File: src/design/sfd_pkg.sv
// Shared constants and types for the SBUS frame decoder.
// Used by sbus_frame_decoder_top, its port checker and the testbench; no other dependencies.

package sfd_pkg;

	// Frame marker bytes
	localparam logic [7:0] START_BYTE = 8'h0F;
	localparam logic [7:0] FLAGS_BYTE = 8'h00;

	// Frame geometry: 22 data bytes, of which the first 11 carry eight channels
	localparam logic [4:0] DATA_LEN   = 5'd22;
	localparam int         KEPT_BYTES = 11;
	localparam logic [4:0] KEPT_LEN   = 5'(KEPT_BYTES);
	localparam int         CH_W       = 11;
	localparam int         NUM_CH     = 8;
	localparam int         OUT_W      = CH_W * NUM_CH;

	// Reset value of the glitch limit register
	localparam logic [CH_W-1:0] LIMIT_RESET = 11'd400;

	typedef logic [CH_W-1:0] chan_t;

endpackage

File: src/design/sbus_frame_decoder_top.sv
// A result beat is presented in the cycle after the beat carrying the byte that follows the
// flags byte. Throughput: one received byte per cycle unless stalled; each byte updates the
// parser in a single pass of logic between the input handshake and the result register.
// The input stalls only on that one byte while the previous result is still unread.
// Reset (arst_n low) returns the parser to hunting, clears the held channel and the result
// valid, and loads the glitch limit with 400; the kept data bytes are not cleared.

module sbus_frame_decoder_top (
	input  logic                      clk,
	input  logic                      arst_n,
	// Received byte stream
	input  logic                      s_tvalid,
	output logic                      s_tready,
	input  logic [7:0]                s_tdata,   // [7:0] rx_byte
	// Decoded channel stream
	output logic                      m_tvalid,
	input  logic                      m_tready,
	// [10:0] out_ch0, [21:11] out_ch1, [32:22] out_ch2, [43:33] out_ch3,
	// [54:44] out_ch4, [65:55] out_ch5, [76:66] out_ch6, [87:77] out_ch7
	output logic [sfd_pkg::OUT_W-1:0] m_tdata,
	// Glitch limit register write
	input  logic                      cfg_valid,
	output logic                      cfg_ready,
	input  logic [sfd_pkg::CH_W-1:0]  cfg_data   // [10:0] glitch_limit
);

	typedef enum logic [1:0] {
		PH_HUNT    = 2'd0,
		PH_COLLECT = 2'd1,
		PH_EMIT    = 2'd2
	} phase_t;

	phase_t                 phase_q;
	logic [4:0]             byte_count_q;
	logic [7:0]             frame_q [0:sfd_pkg::KEPT_BYTES-1];
	sfd_pkg::chan_t         held_q;
	sfd_pkg::chan_t         limit_q;
	logic                   out_valid_q;
	logic [sfd_pkg::OUT_W-1:0] out_data_q;

	logic                   in_beat;
	logic                   out_free;
	logic [sfd_pkg::OUT_W-1:0] kept_bits;
	sfd_pkg::chan_t         ch [0:sfd_pkg::NUM_CH-1];
	sfd_pkg::chan_t         diff;
	sfd_pkg::chan_t         ch2_sel;
	logic [4:0]             count_next;

	// The configuration register is always writable
	assign cfg_ready = 1'b1;

	// Only the byte that completes a frame needs room in the result register
	assign out_free = !out_valid_q || m_tready;
	assign s_tready = (phase_q != PH_EMIT) || out_free;
	assign in_beat  = s_tvalid && s_tready;

	// Kept bytes form one little-endian bit vector; channel k sits at bit 11k
	always_comb begin
		for (int i = 0; i < sfd_pkg::KEPT_BYTES; i++) begin
			kept_bits[i*8 +: 8] = frame_q[i];
		end
		for (int k = 0; k < sfd_pkg::NUM_CH; k++) begin
			ch[k] = kept_bits[k*sfd_pkg::CH_W +: sfd_pkg::CH_W];
		end
	end

	// Glitch hold on protocol channel 2: keep the old value on a jump beyond the limit
	always_comb begin
		diff    = (ch[2] > held_q) ? (ch[2] - held_q) : (held_q - ch[2]);
		ch2_sel = (diff > limit_q) ? held_q : ch[2];
	end

	assign count_next = byte_count_q + 5'd1;

	// Parser state, held channel and result register
	always_ff @(posedge clk or negedge arst_n) begin
		if (!arst_n) begin
			phase_q      <= PH_HUNT;
			byte_count_q <= '0;
			held_q       <= '0;
			out_valid_q  <= 1'b0;
		end else begin
			// A new result is loaded on the emitting beat, otherwise a taken one is dropped
			if (in_beat && phase_q == PH_EMIT) begin
				out_valid_q <= 1'b1;
			end else if (m_tready) begin
				out_valid_q <= 1'b0;
			end
			if (in_beat) begin
				unique case (phase_q)
					PH_COLLECT: begin
						if (s_tdata == sfd_pkg::FLAGS_BYTE &&
						    byte_count_q == sfd_pkg::DATA_LEN) begin
							phase_q <= PH_EMIT;
						end else if (count_next > sfd_pkg::DATA_LEN) begin
							// Flags byte missing: resynchronise
							byte_count_q <= '0;
							phase_q      <= PH_HUNT;
						end else begin
							byte_count_q <= count_next;
						end
					end
					PH_EMIT: begin
						phase_q      <= PH_HUNT;
						byte_count_q <= '0;
						held_q       <= ch2_sel;
					end
					default: begin
						// Hunting, and the unused phase code behaves the same
						phase_q <= (s_tdata == sfd_pkg::START_BYTE) ? PH_COLLECT : PH_HUNT;
					end
				endcase
			end
		end
	end

	// Result payload in output order
	always_ff @(posedge clk) begin
		if (in_beat && phase_q == PH_EMIT) begin
			out_data_q <= {ch[1], ch2_sel, ch[0], ch[3], ch[6], ch[5], ch[4], ch[7]};
		end
	end

	// Data bytes of the current frame; only the first eleven are kept
	always_ff @(posedge clk) begin
		if (in_beat && phase_q == PH_COLLECT && byte_count_q < sfd_pkg::KEPT_LEN &&
		    !(s_tdata == sfd_pkg::FLAGS_BYTE && byte_count_q == sfd_pkg::DATA_LEN)) begin
			frame_q[byte_count_q[3:0]] <= s_tdata;
		end
	end

	// Glitch limit register
	always_ff @(posedge clk or negedge arst_n) begin
		if (!arst_n) begin
			limit_q <= sfd_pkg::LIMIT_RESET;
		end else if (cfg_valid && cfg_ready) begin
			limit_q <= cfg_data;
		end
	end

	assign m_tvalid = out_valid_q;
	assign m_tdata  = out_data_q;

endmodule

File: config.mk
export PLATFORM = sky130hd
export DESIGN_NAME = sbus_frame_decoder_top
export DESIGN_NICKNAME = d
export VERILOG_FILES = /design/src/design/sfd_pkg.sv /design/src/design/sbus_frame_decoder_top.sv
export SDC_FILE = /design/constraint.sdc
export NUM_CORES = 1
export LEC_CHECK = 0
export BUFFER_PORTS_ARGS = -buffer_cell sky130_fd_sc_hd__buf_4
export CORE_ASPECT_RATIO = 0.75
export CORE_MARGIN = 2
export CORE_UTILIZATION = 45
export CTS_BUF_LIST = sky130_fd_sc_hd__clkbuf_4
export CTS_CLUSTER_DIAMETER = 60
export CTS_CLUSTER_SIZE = 8
export DETAILED_ROUTE_END_ITERATION = 12
export PLACE_DENSITY = 0.71
export SYNTH_ARGS = -nofsm -noshare
export SYNTH_HDL_FRONTEND = slang
export SYNTH_SLANG_ARGS = --single-unit
export TNS_END_PERCENT = 5
File: constraint.sdc
create_clock -name clk -period 5.31 [get_ports clk]
set_input_delay 0.531 -clock clk [delete_from_list [all_inputs] [get_ports clk]]
set_output_delay 0.531 -clock clk [all_outputs]
set_load 0.03 [all_outputs]
==> results_tabular.tex, run 1 <==
\begin{tabular}{lr}
\hline
Metric & Value \\
\hline
\multicolumn{2}{l}{\textbf{Status}} \\
\quad Run status & finished, final reports clean \\
\multicolumn{2}{l}{\textbf{Power and ir drop}} \\
\quad Reported leakage power & about 3.8 nW \\
\quad Worst-case vdd ir drop & 141 uV \\
\quad Pwr Density & between 300 and 400 nW/um\^{}2 \\
\multicolumn{2}{l}{\textbf{Finish}} \\
\quad Ratio of cells with drive above 1 in the final layout & 0.284 \\
\quad Synthesis-to-finish area growth & 19.9\% \\
\quad Post-layout nets & $\sim$700 \\
\quad Count of filler cells inserted in the layout & about 1400 \\
\multicolumn{2}{l}{\textbf{Drt}} \\
\quad Detailed router's first-iteration violation count & between 300 and 400 \\
\quad Detailed-route wire length per cell & $\sim$18 um \\
\quad Via Count & around 4500 \\
\quad Mean number of vias per cell & $\sim$5.0 \\
\quad Post-detailed-route count of antenna-violating nets & 0 \\
\quad Routed wire length & $\sim$16 mm \\
\quad Initial DRT Pass Iterations & 5 \\
\quad Number of design rule violations left after detail routing & 0 \\
\multicolumn{2}{l}{\textbf{Synth}} \\
\quad Commonest cells in the synthesized netlist & edfxtp\_1, inv\_1, ha\_1 \\
\quad Most frequently used flop master after synthesis & edfxtp\_1 \\
\quad Total nets after synthesis & 561 \\
\quad Synthesized-area fraction occupied by ao, oa, aoi and oai cells & 0.0531 \\
\quad Warnings from Yosys & 0 \\
\quad Synth top area share & 0.652 \\
\quad Part of the Yosys area used for sequential elements & 0.745 \\
\quad Synth unique cells & between 40 and 50 \\
\quad Main combinational cell family by area after synthesis & adder cells \\
\quad Per-instance average area after synthesis & between 15 and 20 sq um \\
\quad Synth async-reset ratio & 0.146 \\
\quad Mux cell area share after synthesis & 0.0427 \\
\quad Number of flops mapped to enable cells by yosys & $\sim$180 \\
\quad Most frequently used cell type in the post-synthesis netlist & edfxtp\_1 \\
\quad Number of flip-flops and latches in the synthesized netlist & slightly above 200 \\
\quad Post-synthesis simple-gate area fraction & 0.0557 \\
\quad Biggest area consumer among synthesized cells & edfxtp\_1 \\
\quad Most area-consuming cells after synthesis & edfxtp\_1, dfrtp\_1, ha\_1 \\
\quad Xor/xnor share of the synthesized area & 0.0130 \\
\quad Arithmetic-cell share of the synthesized area counting full adders, half adders and majority gates & 0.0651 \\
\quad Total standard cell area after synthesis & about 8100 sq um \\
\quad Synth Instances & $\sim$500 \\
\multicolumn{2}{l}{\textbf{Timing}} \\
\quad Clock Skews & roughly 0.030 ns \\
\quad Final-layout worst hold slack & slightly below 0.09 ns \\
\quad Maximum clock frequency & 224 MHz \\
\quad Post-route clock period utilization & 0.839 \\
\quad Final setup viols & 0 \\
\quad Slew Limit Fails & 0 \\
\quad Hold violation count in the final report & 0 \\
\quad Final min period & $\sim$4.5 ns \\
\quad Worst Tran Pin Value & around 1.0 ns \\
\quad Setup tns final & 0 ns \\
\quad Rel. slew slack & 0.300 \\
\quad Setup repair after global routing missed its margin & false \\
\multicolumn{2}{l}{\textbf{Placed design}} \\
\quad Final weighted congestion in routability-driven placement & roughly 0.88 \\
\quad Count of input and output buffers & $\sim$110 \\
\quad HPWL Detailed & between 10 and 15 mm \\
\multicolumn{2}{l}{\textbf{Setup path}} \\
\quad Worst setup SP type & register \\
\quad R2r endpoint & m\_tdata[69] \\
\quad Register-to-register setup slack & 0.86 ns \\
\quad Type of the worst setup path & reg2reg \\
\quad Setup crit end kind & register \\
\quad Max FO, Critical Path & 7 \\
\quad Worst EP arrival & 4.92 ns \\
\quad R2r startpoint & held\_q[5] \\
\quad Worst EP required & just under 6 ns \\
\quad Depth of the worst register-to-register path & 16 \\
\multicolumn{2}{l}{\textbf{Clock network}} \\
\quad Max Buffers Root-to-Sink & 3 \\
\quad Clock slew at reported path FFs & roughly 0.1 ns \\
\quad Clock insertion delay at the later pin of the skew report & roughly 0.65 ns \\
\quad Number of CTS-inserted buffers & 30 \\
\quad CTS root buf & clkbuf\_4 \\
\quad Total of cells resized after clock tree synthesis & 0 \\
\quad Post CTS Setup Buffer Count & 0 \\
\quad Count of clock tree sinks & between 200 and 250 \\
\quad Htree depth & 1 \\
\quad CTS tree & yes \\
\multicolumn{2}{l}{\textbf{Hold path}} \\
\quad HP Class & in2reg \\
\quad Hold path start & cfg\_data[1] \\
\quad Worst hold endpoint & limit\_q[1] \\
\quad Cell depth of the worst min-delay path & 3 \\
\multicolumn{2}{l}{\textbf{Floorplan}} \\
\quad Number of standard-cell rows in the floorplan & 42 \\
\quad Die width & 159 um \\
\quad Die boundary height & roughly 120 um \\
\quad Number of placed I/O pins & 115 \\
\quad Initial core utilization & 0.459 \\
\quad Die footprint & roughly 19000 sq um \\
\quad CORE AREA & $\sim$18000 sq um \\
\multicolumn{2}{l}{\textbf{GRT}} \\
\quad Met2 global-route usage & 0.272 \\
\quad Met3 Use GR & 0.0305 \\
\quad Largest net degree at the start of global routing & 60 \\
\quad Global router's overall resource usage & 0.167 \\
\quad Vias in the first global route & between 4000 and 5000 \\
\quad Wire length of the first global-routing pass & 24.8 mm \\
\quad Global route total overflow & 0 \\
\quad GRT busiest layer & met2 \\
\quad Antenna violations before repair & 1 \\
\quad Global routing met1 resource utilization & 0.233 \\
\multicolumn{2}{l}{\textbf{Job}} \\
\quad Max-cap violations & 0 \\
\hline
\end{tabular}
## how the worst max path moves through the flow
stage / end / from / slack [ns] / cells after the start
CTS: m_tdata[69] / held_q[3] / 0.85 / 16
floorplan: held_q[0] / held_q[4] / 1.79 / 17
global route: m_tdata[69] / held_q[5] / 0.49 / 16
detailed placement: m_tdata[69] / held_q[3] / 0.86 / 16
global placement: m_tdata[69] / frame_q[3][6] / 1.0 / 15
finish: m_tdata[69] / held_q[5] / 0.86 / 16
## cells by family (layout without fill, tap and decap cells)
group / Yosys count / count (layout)
multiplexers: 34 / 34
flip-flops: 206 / 206
adder cells (fa/ha/maj): 41 / 41
other: 1 / 2
XOR/XNOR: 12 / 12
AND/OR/NAND/NOR: 81 / 81
buffers and inverters: 50 / 215
AO/OA/AOI/OAI: 71 / 71
## layer usage
layer | part of all wire | vias up
li1 | - | 2125
met1 | 0.46 | 2227
met2 | 0.47 | 124
met3 | 0.050 | 23
met4 | 0.020 | 0
met5 | 0 | -
## power by group
| part | internal (mW) | switching (mW) | leakage (nW) |
|---|---|---|---|
| Sequential | 1.76 | 0.0102 | 1.92 |
| Combinational | 0.0433 | 0.0654 | 1.66 |
| Clock | 0.542 | 0.522 | 0.274 |
| Total | 2.34 | 0.598 | 3.84 |
## final cells by class
| type | count | area [sq um] | share of cell area |
|---|---|---|---|
| clock buffer | 53 | 398 | 0.0409 |
| clock inverter | 3 | 63.8 | 0.00656 |
| antenna | 1 | 2.50 | 0.000257 |
| inverter | 41 | 155 | 0.0160 |
| tap | 242 | 303 | 0.0311 |
| timing repair buffer | 118 | 888 | 0.0914 |
| multi-input combinational | 240 | 1870 | 0.192 |
| sequential | 206 | 6040 | 0.621 |
## placed cells by master (no fill, tap or decap), types with 4 or more instances in the layout
cell type	Yosys	final
xor2_1	7	7
a21oi_1	24	24
nor2_1	9	9
nor2b_1	4	4
nand3_1	6	6
nand2b_1	5	5
ha_1	39	39
and2_1	11	11
buf_4	1	117
nand3b_1	4	4
nand2_1	25	25
mux2i_1	29	29
a22o_1	5	5
o21ai_0	22	22
edfxtp_1	176	176
inv_1	41	40
dfrtp_1	27	27
clkbuf_4	0	53
mux2_2	5	5
xnor2_1	5	5
a21o_1	6	6
## stage by stage
stage	util	area [sq um]	setup WS (ns)	power, mW	std cells
floorplan	-	8110	1.79	1.86	496
global placement	0.524	9250	0.998	1.91	846
detailed placement	0.524	9250	0.861	1.91	846
CTS	0.550	9720	0.845	2.97	903
global route	0.551	9720	0.490	3.06	904
finish	0.551	9720	0.856	2.94	904
## critical path: stages, from the launching register on
cell and delay, ns:
dfrtp_1 0.37, inv_1 0.08, ha_1 0.40, and4_1 0.29, nand4_2 0.14, nand3_1 0.09, o21bai_1 0.37, buf_4 0.25
mux2_2 0.34, ha_1 0.28, nor2b_1 0.13, o21a_1 0.16, o21ai_0 0.19, a21oi_1 0.14, nor2_1 0.46, buf_4 0.30
mux2i_1 0.28
## sequential cells by signal, summed over array words and instances, names as in the netlist
name and cells:
byte_count_q 5, m_tvalid 1, limit_q 11, frame_q 88
held_q 11, phase_q 2, m_tdata 88
## what timing repair did
item	CTS	global route
endpoints found under the hold margin	27	0
endpoints found under the setup margin	0	0
hold buffers	1	0
Power figures use the tool's default switching activity.
==> inputs of run 2 (changes only) <==
- PLACE_DENSITY: 0.71 -> 0.74
- clock period: 5.31 -> 4.05 ns (I/O delays scaled with it)
==> results_tabular.tex, run 2 (synthesis gave the netlist of run 1 again) <==
\begin{tabular}{lr}
\hline
Metric & Value \\
\hline
\multicolumn{2}{l}{\textbf{Setup path}} \\
\quad R2r startpoint & frame\_q[3][2] \\
\quad Worst setup SP type & register \\
\quad Depth of the worst register-to-register path & 16 (unchanged) \\
\quad Max FO, Critical Path & 8 (+1) \\
\quad Type of the worst setup path & reg2reg \\
\quad Worst EP required & 4.52 ns (-1.26 ns) \\
\quad Worst EP arrival & 4.34 ns (-0.58 ns) \\
\quad Setup crit end kind & register \\
\quad Beginning of the critical path & frame\_q[3][2] \\
\multicolumn{2}{l}{\textbf{Timing}} \\
\quad Post-route clock period utilization & 0.955 (+0.116) \\
\quad Clock Skews & 0.0228 ns (-0.00754 ns) \\
\quad Hold violation count in the final report & 0 (unchanged) \\
\quad Final setup viols & 0 (unchanged) \\
\quad Maximum clock frequency & 259 MHz (+15\%) \\
\quad Setup repair after global routing missed its margin & false \\
\quad Slew Limit Fails & 0 (unchanged) \\
\quad Final min period & 3.87 ns (-0.587 ns) \\
\quad Worst Tran Pin Value & 0.681 ns (-0.369 ns) \\
\quad Rel. slew slack & 0.546 (+0.246) \\
\multicolumn{2}{l}{\textbf{Placed design}} \\
\quad HPWL Detailed & 11.2 mm (+2.0\%) \\
\quad Final weighted congestion in routability-driven placement & 0.945 (+7.0\%) \\
\quad Cell area after placement & 9370 sq um (+1.4\%) \\
\quad Count of input and output buffers & 113 (unchanged) \\
\multicolumn{2}{l}{\textbf{Power and ir drop}} \\
\quad Worst-case vdd ir drop & 164 uV (+16\%) \\
\quad Pwr Density & 371 nW/um\^{}2 (+23\%) \\
\quad Reported leakage power & 3.98 nW (+3.6\%) \\
\quad PnR Total Power & 3.73 mW (+27\%) \\
\multicolumn{2}{l}{\textbf{Finish}} \\
\quad Most common cell after layout, fill and taps aside & edfxtp\_1 \\
\quad Synthesis-to-finish area growth & 23.9\% \\
\quad Post-layout nets & 735 (+4.7\%) \\
\quad Ratio of cells with drive above 1 in the final layout & 0.326 (+0.0417) \\
\quad Count of filler cells inserted in the layout & 1389 (-3.1\%) \\
\quad Summed area of non-filler cells in the final layout & 10000 sq um (+3.3\%) \\
\quad Diodes inserted & 0 (-1) \\
\quad Highest-count cells in the layout ignoring fill and taps & edfxtp\_1, buf\_4, clkbuf\_4 \\
\quad Post-layout utilization of the core & 0.569 (+0.0184) \\
\multicolumn{2}{l}{\textbf{Clock network}} \\
\quad Clock insertion delay at the later pin of the skew report & 0.64 ns (about the same) \\
\quad CTS tree & yes \\
\quad Number of CTS-inserted buffers & 29 (-3.3\%) \\
\quad Clock slew at reported path FFs & 0.11 ns (about the same) \\
\quad Htree depth & 1 (unchanged) \\
\quad CTS root buf & clkbuf\_4 \\
\quad Max Buffers Root-to-Sink & 3 (unchanged) \\
\quad Count of clock tree sinks & 206 (unchanged) \\
\multicolumn{2}{l}{\textbf{Drt}} \\
\quad Via Count & 4694 (+4.3\%) \\
\quad Detailed-route wire length per cell & 17.7 um (+0.15\%) \\
\quad Detailed router's first-iteration violation count & 274 (-14\%) \\
\quad Post-detailed-route count of antenna-violating nets & 0 (unchanged) \\
\quad Initial DRT Pass Iterations & 5 (unchanged) \\
\quad Number of design rule violations left after detail routing & 0 (unchanged) \\
\quad Mean number of vias per cell & 5.02 (+0.88\%) \\
\quad Routed wire length & 16.6 mm (+3.6\%) \\
\multicolumn{2}{l}{\textbf{GRT}} \\
\quad Global route total overflow & 0 (unchanged) \\
\quad Largest net degree at the start of global routing & 37 (-38\%) \\
\quad Global router's overall resource usage & 0.171 (+0.00397) \\
\quad Wire length of the first global-routing pass & 25.6 mm (+2.9\%) \\
\quad Antenna violations before repair & 0 (-1) \\
\quad Vias in the first global route & 4628 (+2.1\%) \\
\multicolumn{2}{l}{\textbf{Floorplan}} \\
\quad CORE AREA & 17700 sq um (unchanged) \\
\quad Number of placed I/O pins & 115 (unchanged) \\
\quad Die boundary height & 120 um (unchanged) \\
\quad Die width & 159 um (unchanged) \\
\quad Die footprint & 19100 sq um (unchanged) \\
\quad Number of standard-cell rows in the floorplan & 42 (unchanged) \\
\quad Initial core utilization & 0.459 (unchanged) \\
\multicolumn{2}{l}{\textbf{Status}} \\
\quad Run status & finished, final reports clean \\
\multicolumn{2}{l}{\textbf{Hold path}} \\
\quad Hold path start & cfg\_valid \\
\quad Cell depth of the worst min-delay path & 2 (-1) \\
\quad HP Class & in2reg \\
\multicolumn{2}{l}{\textbf{Job}} \\
\quad Max-cap violations & 0 (unchanged) \\
\hline
\end{tabular}
[run 2: cell types whose count changed in the layout (fill, tap and decap cells not counted), moves of 3 or more]
cell / change
buf_4: +21
a21oi_1: -3
dlygate4sd3_1: +12
ha_1: -4
[run 2: layout make-up]
class | instances | area (sq um) | area share
clock inverters | 1 | 3.75 | 0.000374
flip-flops and latches | 206 | 6040 | 0.601
inverters | 41 | 155 | 0.0154
clock buffers | 53 | 398 | 0.0396
repair buffers | 152 | 1180 | 0.117
multi-input cells | 240 | 1970 | 0.196
well taps | 242 | 303 | 0.0301
[run 2: path summary, 6_finish.rpt]
path	to	slack, ns
worst max-delay path	m_tdata[70]	0.18
worst min-delay path	limit_q[4]	0.07
worst max register to register	m_tdata[70]	0.18
worst min register to register	m_tdata[78]	0.41
max in group asynchronous	limit_q[7]	3.47
min in group asynchronous	held_q[5]	0.24
[run 2: layer usage]
layer  vias to the layer above  wire (um)  global-route usage
li1                       2198          -                   -
met2                       158       7770               0.271
met5                         -          0                   0
met4                         0        346              0.0466
met3                        29        965              0.0329
met1                      2309       7480               0.246
[run 2: metrics by stage]
step | hold slack (ns) | setup WS [ns] | setup TNS [ns] | std cells
after global placement | 0.376 | -0.122 | -1.54 | 863
after CTS | 0.0101 | 0.0241 | 0 | 930
after floorplan | 0.109 | 0.531 | 0 | 496
final | 0.0693 | 0.183 | 0 | 935
after detailed placement | 0.383 | -0.364 | -4.81 | 863
after global routing | 0.0488 | 0.00465 | 0 | 935
[run 2: where the power goes]
part           internal [mW]  leakage [nW]  switching, mW
Combinational         0.0682          1.82         0.0913
Clock                  0.580         0.248          0.673
Sequential              2.30          1.92         0.0142
[run 2: critical path: stages (launching register included)]
cell and delay [ns]:
edfxtp_1 0.42, ha_2 0.40, and4_4 0.26, nand4_2 0.13, buf_4 0.16, o21a_1 0.18, o21bai_4 0.24, mux2i_2 0.22
xor2_1 0.18, ha_1 0.27, a21o_1 0.16, a21o_1 0.19, a21oi_2 0.18, a31oi_2 0.08, nor2_2 0.19, buf_6 0.20
mux2i_2 0.24
[run 2: repair_timing]
item                                    4_1_cts  5_1_grt
hold buffers                                 13        0
resized for setup                             7       17
hold endpoints to repair                     41        0
endpoints found under the setup margin       22       22
pin swaps                                     1        7
buffers inserted                              0        5
